File: src/design/tpe_pkg.sv
// Package for the tracking payload encoder: field widths, scaling constants,
// and the report and result types that the top level and its coding units share.
// It depends on nothing else.
`default_nettype none
package tpe_pkg;

    localparam int LAT_W     = 32;
    localparam int LON_W     = 33;
    localparam int ALT_W     = 16;
    localparam int SPEED_W   = 16;
    localparam int CLIMB_W   = 16;
    localparam int TRACK_W   = 15;
    localparam int KIND_W    = 3;
    localparam int CODE_W    = 24;
    localparam int COORD_FRAC_W = 24;

    localparam int LAT_MULT_W = 17;
    localparam int LON_MULT_W = 16;
    localparam logic [LAT_MULT_W-1:0] LAT_MULT = 17'd93206;
    localparam logic [LON_MULT_W-1:0] LON_MULT = 16'd46603;

    localparam logic [12:0] ALT_MAX        = 13'd8190;
    localparam logic [12:0] ALT_DIRECT_MAX = 13'd2047;
    localparam logic [9:0]  SPEED_MAX      = 10'd635;
    localparam logic [9:0]  SEVEN_BIT_MAX  = 10'd127;
    localparam logic [8:0]  CLIMB_MAX      = 9'd315;
    localparam logic [8:0]  CLIMB_DIRECT_MAX = 9'd63;

    // Division by five as a multiply by 205 and a shift by 10, exact below 1024.
    localparam logic [7:0] DIV5_RECIP = 8'd205;
    localparam int         DIV5_SHIFT = 10;

    // Heading is (track + 45) / 90; division by 90 is a multiply by 23302
    // and a shift by 21, exact below 23040.
    localparam logic [15:0] HEAD_ROUND = 16'd45;
    localparam logic [15:0] HEAD_LIMIT = 16'd23040;
    localparam logic [14:0] HEAD_RECIP = 15'd23302;
    localparam int          HEAD_SHIFT = 21;
    localparam logic [7:0]  HEAD_MAX   = 8'd255;

    localparam int IN_DATA_W  = 128;
    localparam int IN_USER_W  = 4;
    localparam int OUT_DATA_W = 88;

    typedef struct packed {
        logic [KIND_W-1:0]         craft_kind;
        logic                      hidden_flag;
        logic [TRACK_W-1:0]        track_angle;
        logic signed [CLIMB_W-1:0] vert_speed;
        logic [SPEED_W-1:0]        ground_speed;
        logic signed [ALT_W-1:0]   alt_metres;
        logic signed [LON_W-1:0]   lon_deg_fix;
        logic signed [LAT_W-1:0]   lat_deg_fix;
    } report_t;

    typedef struct packed {
        logic [15:0] alt_word;
        logic [7:0]  speed_code;
        logic [7:0]  climb_code;
        logic [7:0]  heading_code;
    } motion_t;

    typedef struct packed {
        logic [7:0]        heading_code;
        logic [7:0]        climb_code;
        logic [7:0]        speed_code;
        logic [15:0]       alt_word;
        logic [CODE_W-1:0] lon_code;
        logic [CODE_W-1:0] lat_code;
    } result_t;

endpackage
`default_nettype wire

File: src/design/tracking_payload_encoder.sv
// Tracking payload encoder top level: input register, coding logic, result register.
// Uses tpe_pkg, tpe_coord and tpe_motion.
//
// One position report enters on the s_ channel as a request: s_tdata carries the
// coordinates, altitude, speed, climb and course; s_tuser carries the hidden flag
// and the aircraft type. One encoded result leaves on the m_ channel per report.
// A report accepted at a clock edge is taken into the input register, coded
// from there, and shows on m_tvalid/m_tdata once it moves into the result
// register, which it does when that register is empty or the receiver is ready.
// Throughput is one report per cycle while the receiver is ready: the input
// register, the coding logic and the result register form a two-stage pipeline.
// When the receiver stalls, the result holds on m_tdata, the waiting report
// stays in the input register, and s_tready falls once both stages are full;
// one more report is taken while a result waits.
// The longest path is the latitude and longitude constant multiply with its
// rounding add. A synchronous active-low reset empties both stages and holds
// s_tready low; no result is shown and the first report may be offered in the
// cycle after reset.
// There is no configuration and no state between reports.
`default_nettype none
module tracking_payload_encoder
    import tpe_pkg::*;
(
    input  wire logic                  aclk,
    input  wire logic                  aresetn,
    input  wire logic                  s_tvalid,
    output logic                       s_tready,
    // lat_deg_fix[31:0], lon_deg_fix[64:32], alt_metres[80:65], ground_speed[96:81],
    // vert_speed[112:97], track_angle[127:113]
    input  wire logic [IN_DATA_W-1:0]  s_tdata,
    // hidden_flag[0], craft_kind[3:1]
    input  wire logic [IN_USER_W-1:0]  s_tuser,
    output logic                       m_tvalid,
    input  wire logic                  m_tready,
    // lat_code[23:0], lon_code[47:24], alt_word[63:48], speed_code[71:64],
    // climb_code[79:72], heading_code[87:80]
    output logic [OUT_DATA_W-1:0]      m_tdata
);

    logic    in_valid_reg;
    logic    in_valid_next;
    report_t report_reg;
    logic    out_valid_reg;
    logic    out_valid_next;
    result_t result_reg;
    result_t result_next;
    motion_t motion;
    logic    advance;

    assign advance  = in_valid_reg && (!out_valid_reg || m_tready);
    assign s_tready = aresetn && (!in_valid_reg || advance);

    always_comb begin
        in_valid_next = in_valid_reg;
        if (s_tvalid && s_tready) begin
            in_valid_next = 1'b1;
        end else if (advance) begin
            in_valid_next = 1'b0;
        end
        out_valid_next = out_valid_reg;
        if (advance) begin
            out_valid_next = 1'b1;
        end else if (m_tready) begin
            out_valid_next = 1'b0;
        end
    end

    always_ff @(posedge aclk) begin
        if (!aresetn) begin
            in_valid_reg  <= 1'b0;
            out_valid_reg <= 1'b0;
        end else begin
            in_valid_reg  <= in_valid_next;
            out_valid_reg <= out_valid_next;
        end
    end

    always_ff @(posedge aclk) begin
        if (s_tvalid && s_tready) begin
            report_reg <= report_t'({s_tuser[3:1], s_tuser[0], s_tdata});
        end
        if (advance) begin
            result_reg <= result_next;
        end
    end

    tpe_coord #(
        .IN_W   (LAT_W),
        .MULT_W (LAT_MULT_W),
        .MULT   (LAT_MULT)
    ) u_lat (
        .coord (report_reg.lat_deg_fix),
        .code  (result_next.lat_code)
    );

    tpe_coord #(
        .IN_W   (LON_W),
        .MULT_W (LON_MULT_W),
        .MULT   (LON_MULT)
    ) u_lon (
        .coord (report_reg.lon_deg_fix),
        .code  (result_next.lon_code)
    );

    tpe_motion u_motion (
        .report (report_reg),
        .motion (motion)
    );

    assign result_next.alt_word     = motion.alt_word;
    assign result_next.speed_code   = motion.speed_code;
    assign result_next.climb_code   = motion.climb_code;
    assign result_next.heading_code = motion.heading_code;

    assign m_tvalid = out_valid_reg;
    assign m_tdata  = result_reg;

`ifndef ASSERT_OFF
    a_full_stall: assert property (@(posedge aclk) disable iff (!aresetn)
        in_valid_reg && out_valid_reg && !m_tready |-> !s_tready)
        else $error("request taken while both stages are full and stalled");

    a_accept_fill: assert property (@(posedge aclk) disable iff (!aresetn)
        s_tvalid && s_tready |=> in_valid_reg)
        else $error("accepted request did not reach the input register");

    a_alt_scaled: assert property (@(posedge aclk) disable iff (!aresetn)
        m_tvalid && m_tdata[59] |-> m_tdata[58:48] >= 11'd512)
        else $error("scaled altitude below its smallest value");

    a_speed_scaled: assert property (@(posedge aclk) disable iff (!aresetn)
        m_tvalid && m_tdata[71] |-> m_tdata[70:64] >= 7'd26)
        else $error("scaled speed below its smallest value");

    a_climb_direct: assert property (@(posedge aclk) disable iff (!aresetn)
        m_tvalid && !m_tdata[79] |-> m_tdata[78:72] != 7'h40)
        else $error("unscaled climb out of its range");
`endif

endmodule
`default_nettype wire

File: src/design/tpe_coord.sv
// Coordinate coder: one constant multiply, rounding half away from zero,
// and the low bits of the integer part. Uses tpe_pkg.
`default_nettype none
module tpe_coord
    import tpe_pkg::*;
#(
    parameter int IN_W   = LAT_W,
    parameter int MULT_W = LAT_MULT_W,
    parameter logic [MULT_W-1:0] MULT = LAT_MULT
) (
    input  wire logic signed [IN_W-1:0] coord,
    output logic [CODE_W-1:0]           code
);

    localparam int P_W = IN_W + MULT_W + 1;

    logic signed [P_W-1:0] product;
    logic signed [P_W-1:0] rounded;

    // Negative values round half away from zero by adding one less than half.
    always_comb begin
        product = $signed({{(P_W-IN_W){coord[IN_W-1]}}, coord})
                * $signed({{(P_W-MULT_W){1'b0}}, MULT});
        rounded = product + P_W'(64'd1 << (COORD_FRAC_W - 1)) - P_W'(coord[IN_W-1]);
        code    = rounded[CODE_W+COORD_FRAC_W-1:COORD_FRAC_W];
    end

endmodule
`default_nettype wire

File: src/design/tpe_motion.sv
// Altitude, speed, climb and heading coders of the tracking payload.
// Pure combinational logic; uses tpe_pkg.
`default_nettype none
module tpe_motion
    import tpe_pkg::*;
(
    input  wire report_t report,
    output motion_t      motion
);

    logic [12:0] alt_clamp;
    logic [13:0] alt_sum;
    logic [11:0] alt_q;
    logic        alt_scale;
    logic [10:0] alt_bits;

    logic [13:0] spd_round;
    logic [9:0]  spd_clamp;
    logic [9:0]  spd_plus;
    logic [17:0] spd_prod;
    logic [6:0]  spd_q;

    logic        vneg;
    logic [16:0] vmag;
    logic [20:0] vmag10;
    logic [12:0] cmag;
    logic [8:0]  cclamp;
    logic [8:0]  cplus;
    logic [16:0] cprod;
    logic [6:0]  cq;
    logic [6:0]  cbits;

    logic [15:0] hsum;
    logic [29:0] hprod;
    logic [7:0]  heading;

    always_comb begin
        if (report.alt_metres[ALT_W-1]) begin
            alt_clamp = '0;
        end else if (report.alt_metres[ALT_W-2:0] > 15'(ALT_MAX)) begin
            alt_clamp = ALT_MAX;
        end else begin
            alt_clamp = report.alt_metres[12:0];
        end
        alt_sum   = {1'b0, alt_clamp} + 14'd2;
        alt_q     = alt_sum[13:2];
        alt_scale = alt_clamp > ALT_DIRECT_MAX;
        if (!alt_scale) begin
            alt_bits = alt_clamp[10:0];
        end else if (alt_q > 12'(ALT_DIRECT_MAX)) begin
            alt_bits = ALT_DIRECT_MAX[10:0];
        end else begin
            alt_bits = alt_q[10:0];
        end
        motion.alt_word = {~report.hidden_flag, report.craft_kind, alt_scale, alt_bits};

        spd_round = 14'(({1'b0, report.ground_speed} + 17'd4) >> 3);
        spd_clamp = (spd_round > 14'(SPEED_MAX)) ? SPEED_MAX : spd_round[9:0];
        spd_plus  = spd_clamp + 10'd2;
        spd_prod  = 18'(spd_plus) * 18'(DIV5_RECIP);
        spd_q     = spd_prod[DIV5_SHIFT+6:DIV5_SHIFT];
        if (spd_clamp > SEVEN_BIT_MAX) begin
            motion.speed_code = {1'b1, spd_q};
        end else begin
            motion.speed_code = {1'b0, spd_clamp[6:0]};
        end

        vneg   = report.vert_speed[CLIMB_W-1];
        vmag   = vneg ? (17'd0 - {report.vert_speed[CLIMB_W-1], report.vert_speed})
                      : {1'b0, report.vert_speed};
        vmag10 = {1'b0, vmag, 3'b000} + {3'b000, vmag, 1'b0} + 21'd128;
        cmag   = vmag10[20:8];
        cclamp = (cmag > 13'(CLIMB_MAX)) ? CLIMB_MAX : cmag[8:0];
        cplus  = cclamp + 9'd2;
        cprod  = 17'(cplus) * 17'(DIV5_RECIP);
        cq     = cprod[DIV5_SHIFT+6:DIV5_SHIFT];
        if (cclamp > CLIMB_DIRECT_MAX) begin
            cbits = vneg ? (7'd0 - cq) : cq;
            motion.climb_code = {1'b1, cbits};
        end else begin
            cbits = vneg ? (7'd0 - cclamp[6:0]) : cclamp[6:0];
            motion.climb_code = {1'b0, cbits};
        end

        hsum  = {1'b0, report.track_angle} + HEAD_ROUND;
        hprod = 30'(hsum[14:0]) * 30'(HEAD_RECIP);
        if (hsum >= HEAD_LIMIT) begin
            heading = HEAD_MAX;
        end else begin
            heading = hprod[HEAD_SHIFT+7:HEAD_SHIFT];
        end
        motion.heading_code = heading;
    end

endmodule
`default_nettype wire
File: config.mk
export PLATFORM = sky130hd
export DESIGN_NAME = tracking_payload_encoder
export DESIGN_NICKNAME = d
export VERILOG_FILES = /design/src/design/tpe_pkg.sv /design/src/design/tracking_payload_encoder.sv /design/src/design/tpe_coord.sv /design/src/design/tpe_motion.sv
export SDC_FILE = /design/constraint.sdc
export NUM_CORES = 2
export LEC_CHECK = 0
export BUFFER_PORTS_ARGS = -buffer_cell sky130_fd_sc_hd__buf_2
export CORE_MARGIN = 5
export CORE_UTILIZATION = 56
export DETAILED_ROUTE_END_ITERATION = 8
export GPL_TIMING_DRIVEN = 0
export HOLD_SLACK_MARGIN = 0.02
export PLACE_DENSITY = 0.81
export SYNTH_ARGS = -nofsm -noshare
export SYNTH_HDL_FRONTEND = slang
export SYNTH_SLANG_ARGS = --single-unit
File: constraint.sdc
create_clock -name aclk -period 10.5 [get_ports aclk]
set_clock_uncertainty 0.1 [all_clocks]
set_input_delay 1.575 -clock aclk [delete_from_list [all_inputs] [get_ports aclk]]
set_output_delay 1.575 -clock aclk [all_outputs]
set_load 0.1 [all_outputs]
==> flow_metrics.tcl <==
set metrics [dict create \
    final_area_um2 38200 \
    grt-ovfl-total 0 \
    clk_latency_ns 0.58 \
    syn2layout_area_growth_pct 9.30 \
    async_flop_share_pct 0 \
    synth_ff_type "edfxtp_1" \
    timing.rr.start "report_reg[97]" \
    syn_avg_cell_area_um2 10.9 \
    clk_path_buf_depth 3 \
    slew_violations 0 \
    worst_pin_slew_ns 1.26 \
    cp_slowest_cell "fa_1" \
    final_nets 4786 \
    seq_area_frac_synth_pct 18.8 \
    synth-adder-area-share_pct 53.2 \
    grt_max_degree 62 \
    critPathTopFamily "adder cells" \
    rsz0062_at_grt "false" \
    synth-edff-count 218 \
    dr_wl_met2_um 37200 \
    synthXorXnorAreaFrac_pct 5.10 \
    place_area_um2 37200 \
    crit_path_start "report_reg[97]" \
    drive_gt1_share_pct 9.45 \
    drt-pass1-iter-count 5 \
    fp.coreArea_um2 61700 \
    finalHoldViolCount 0 \
    setup_viol 0 \
    startpoint_type "flop" \
    syn-num-nets 4528 \
    viasPerCell 5.39 \
    clk_pin_slew_ns 0.06 \
    grt_pass1_wl_um 124000 \
    die-area_um2 67500 \
    cp_max_fo 11 \
    crit_top_cell "ha_1" \
    synth-simple-area-share_pct 6.12 \
    post_cts_buffers 0 \
    relSlewSlack_pct 15.7 \
    start_util_pct 56.6 \
    cts_sinks 220 \
    min_period_ns 9.93 \
    cp_slowest_stage_delay_ns 0.56 \
    muxShareOfSynthArea_pct 0.358 \
    numCtsBuffers 28 \
    cap_violations 0 \
    drc 0 \
    cts_tree "built" \
    die_w_um 260 \
    num_rows 91 \
    synth_compound_area_share_pct 8.58 \
    die_y_um 260 \
    io_pins 226 \
    clock-root-buffer "clkbuf_16" \
    drt-initial-drc-count 1172 \
    synth_cell_types 87 \
    fin_setup_tns_ns 0 \
    wl_met1_um 30800 \
    setup.worst_path.class "flop to flop" \
    grt_usage_pct 22.5 \
    syn_inst 3203 \
    yosysWarningCount 0 \
    ant_nets 0 \
    worstPathArrival_ns 10.16 \
    place_congestion 0.938 \
    totalWireLength_um 75100 \
    largest_reg_flops 130 \
    max_freq_mhz 101 \
    wl_per_cell_um 17.4 \
    vias 23300 \
    grt_pass1_vias 25000 \
    route.met3.wl_um 4880 \
    antenna_found_initial 6 \
    fin_crit_sh_pct 94.6 \
    path_buf_inv 5 \
    dp_hpwl_um 65200 \
    min_path_type "flop to flop" \
    port_buffers 223 \
    synth_top_family_by_area "adder cells" \
    cts_max_level 1 \
    synth_area_um2 34900 \
    status "completed" \
    top_layer "met5" \
    worst_setup_path_end_kind "flop" \
    worstPathRequired_ns 10.73 \
    ys_seq_elements 220 \
    hold_start "report_reg[129]" \
]
kinds of logic (layout without fill, tap and decap cells):
kind of cell,count (synthesis),count (layout)
flops,220,220
other cells,1,3
buf+inv,721,1000
simple gates,430,430
compound gates,430,430
fa+ha+maj,1189,1189
xor+xnor,201,201
mux,11,11
metrics by stage:
stage | worst slack, ns | std cells | hold slack [ns] | util [%]
floorplan | 0.967 | 3203 | 0.300 | -
global placement | -0.134 | 4263 | 0.307 | 60.1
detailed placement | -0.362 | 4268 | 0.314 | 60.3
finish | 0.569 | 4321 | 0.325 | 61.9
CTS | 0.0499 | 4318 | 0.327 | 61.8
global route | 0.00741 | 4319 | 0.332 | 61.9
area by class of cell:
class	instances	area, µm²
multi-input combinational	2262	25700
fill	4848	23500
sequential	220	6590
inverter	709	2660
timing repair buffer	229	1270
tap	837	1050
clock buffer	31	733
clock inverter	20	130
buffer	11	53.8
antenna	2	5.00
layer usage:
layer | track usage, % | up-vias
li1 | - | 11100
met1 | 29.1 | 11500
met2 | 39.3 | 577
met3 | 4.28 | 138
met4 | 5.74 | 6
met5 | 0 | -
timing repair:
action                                  CTS  global route
endpoints found under the setup margin    4             5
resized for setup                         2            10
hold buffers                              0             0
pin swaps                                 0             1
final timing paths:
kind | to | slack, ns | cells past startpoint
setup reg to reg | m_tdata[78] | 0.57 | 41
setup / recovery | m_tdata[78] | 0.57 | 41
hold / removal | m_tdata[60] | 0.32 | 0
hold reg to reg | m_tdata[60] | 0.32 | 0
cells in the mapped netlist, drive strengths merged (39+ instances only):
library cell / instances / area, µm²
inv: 708 / 2660
fa: 495 / 9910
nor2: 99 / 372
ha: 694 / 8680
edfxtp: 218 / 6550
xnor2: 134 / 1180
xor2: 66 / 578
nand3: 39 / 200
nand2: 107 / 402
a21o: 73 / 548
a21oi: 98 / 509
o21ai: 83 / 427
cell usage in the layout, fill, tap and decap left out, drive strengths merged, types with 4 or more instances in the layout:
cell,count
nand3b,5
ha,694
and2,19
or3,13
edfxtp,218
clkinv,15
nand4,15
o21a,20
a2111oi,11
nor2b,25
mux2i,8
a211o,5
o31ai,10
clkbuf,36
a211oi,28
a31o,8
nand2b,32
a221oi,7
a21o,73
inv,713
xnor2,134
a31oi,17
a21boi,4
a21oi,98
fa,495
nor3,33
nand3,39
and3,22
o21ai,83
nand2,107
o21bai,21
nor2,99
nor4,6
xor2,66
buf,235
o211ai,11
a41o,4
Power is not shown: default switching activity piles up to over one toggle a cycle in this logic, so the estimate is an artifact.
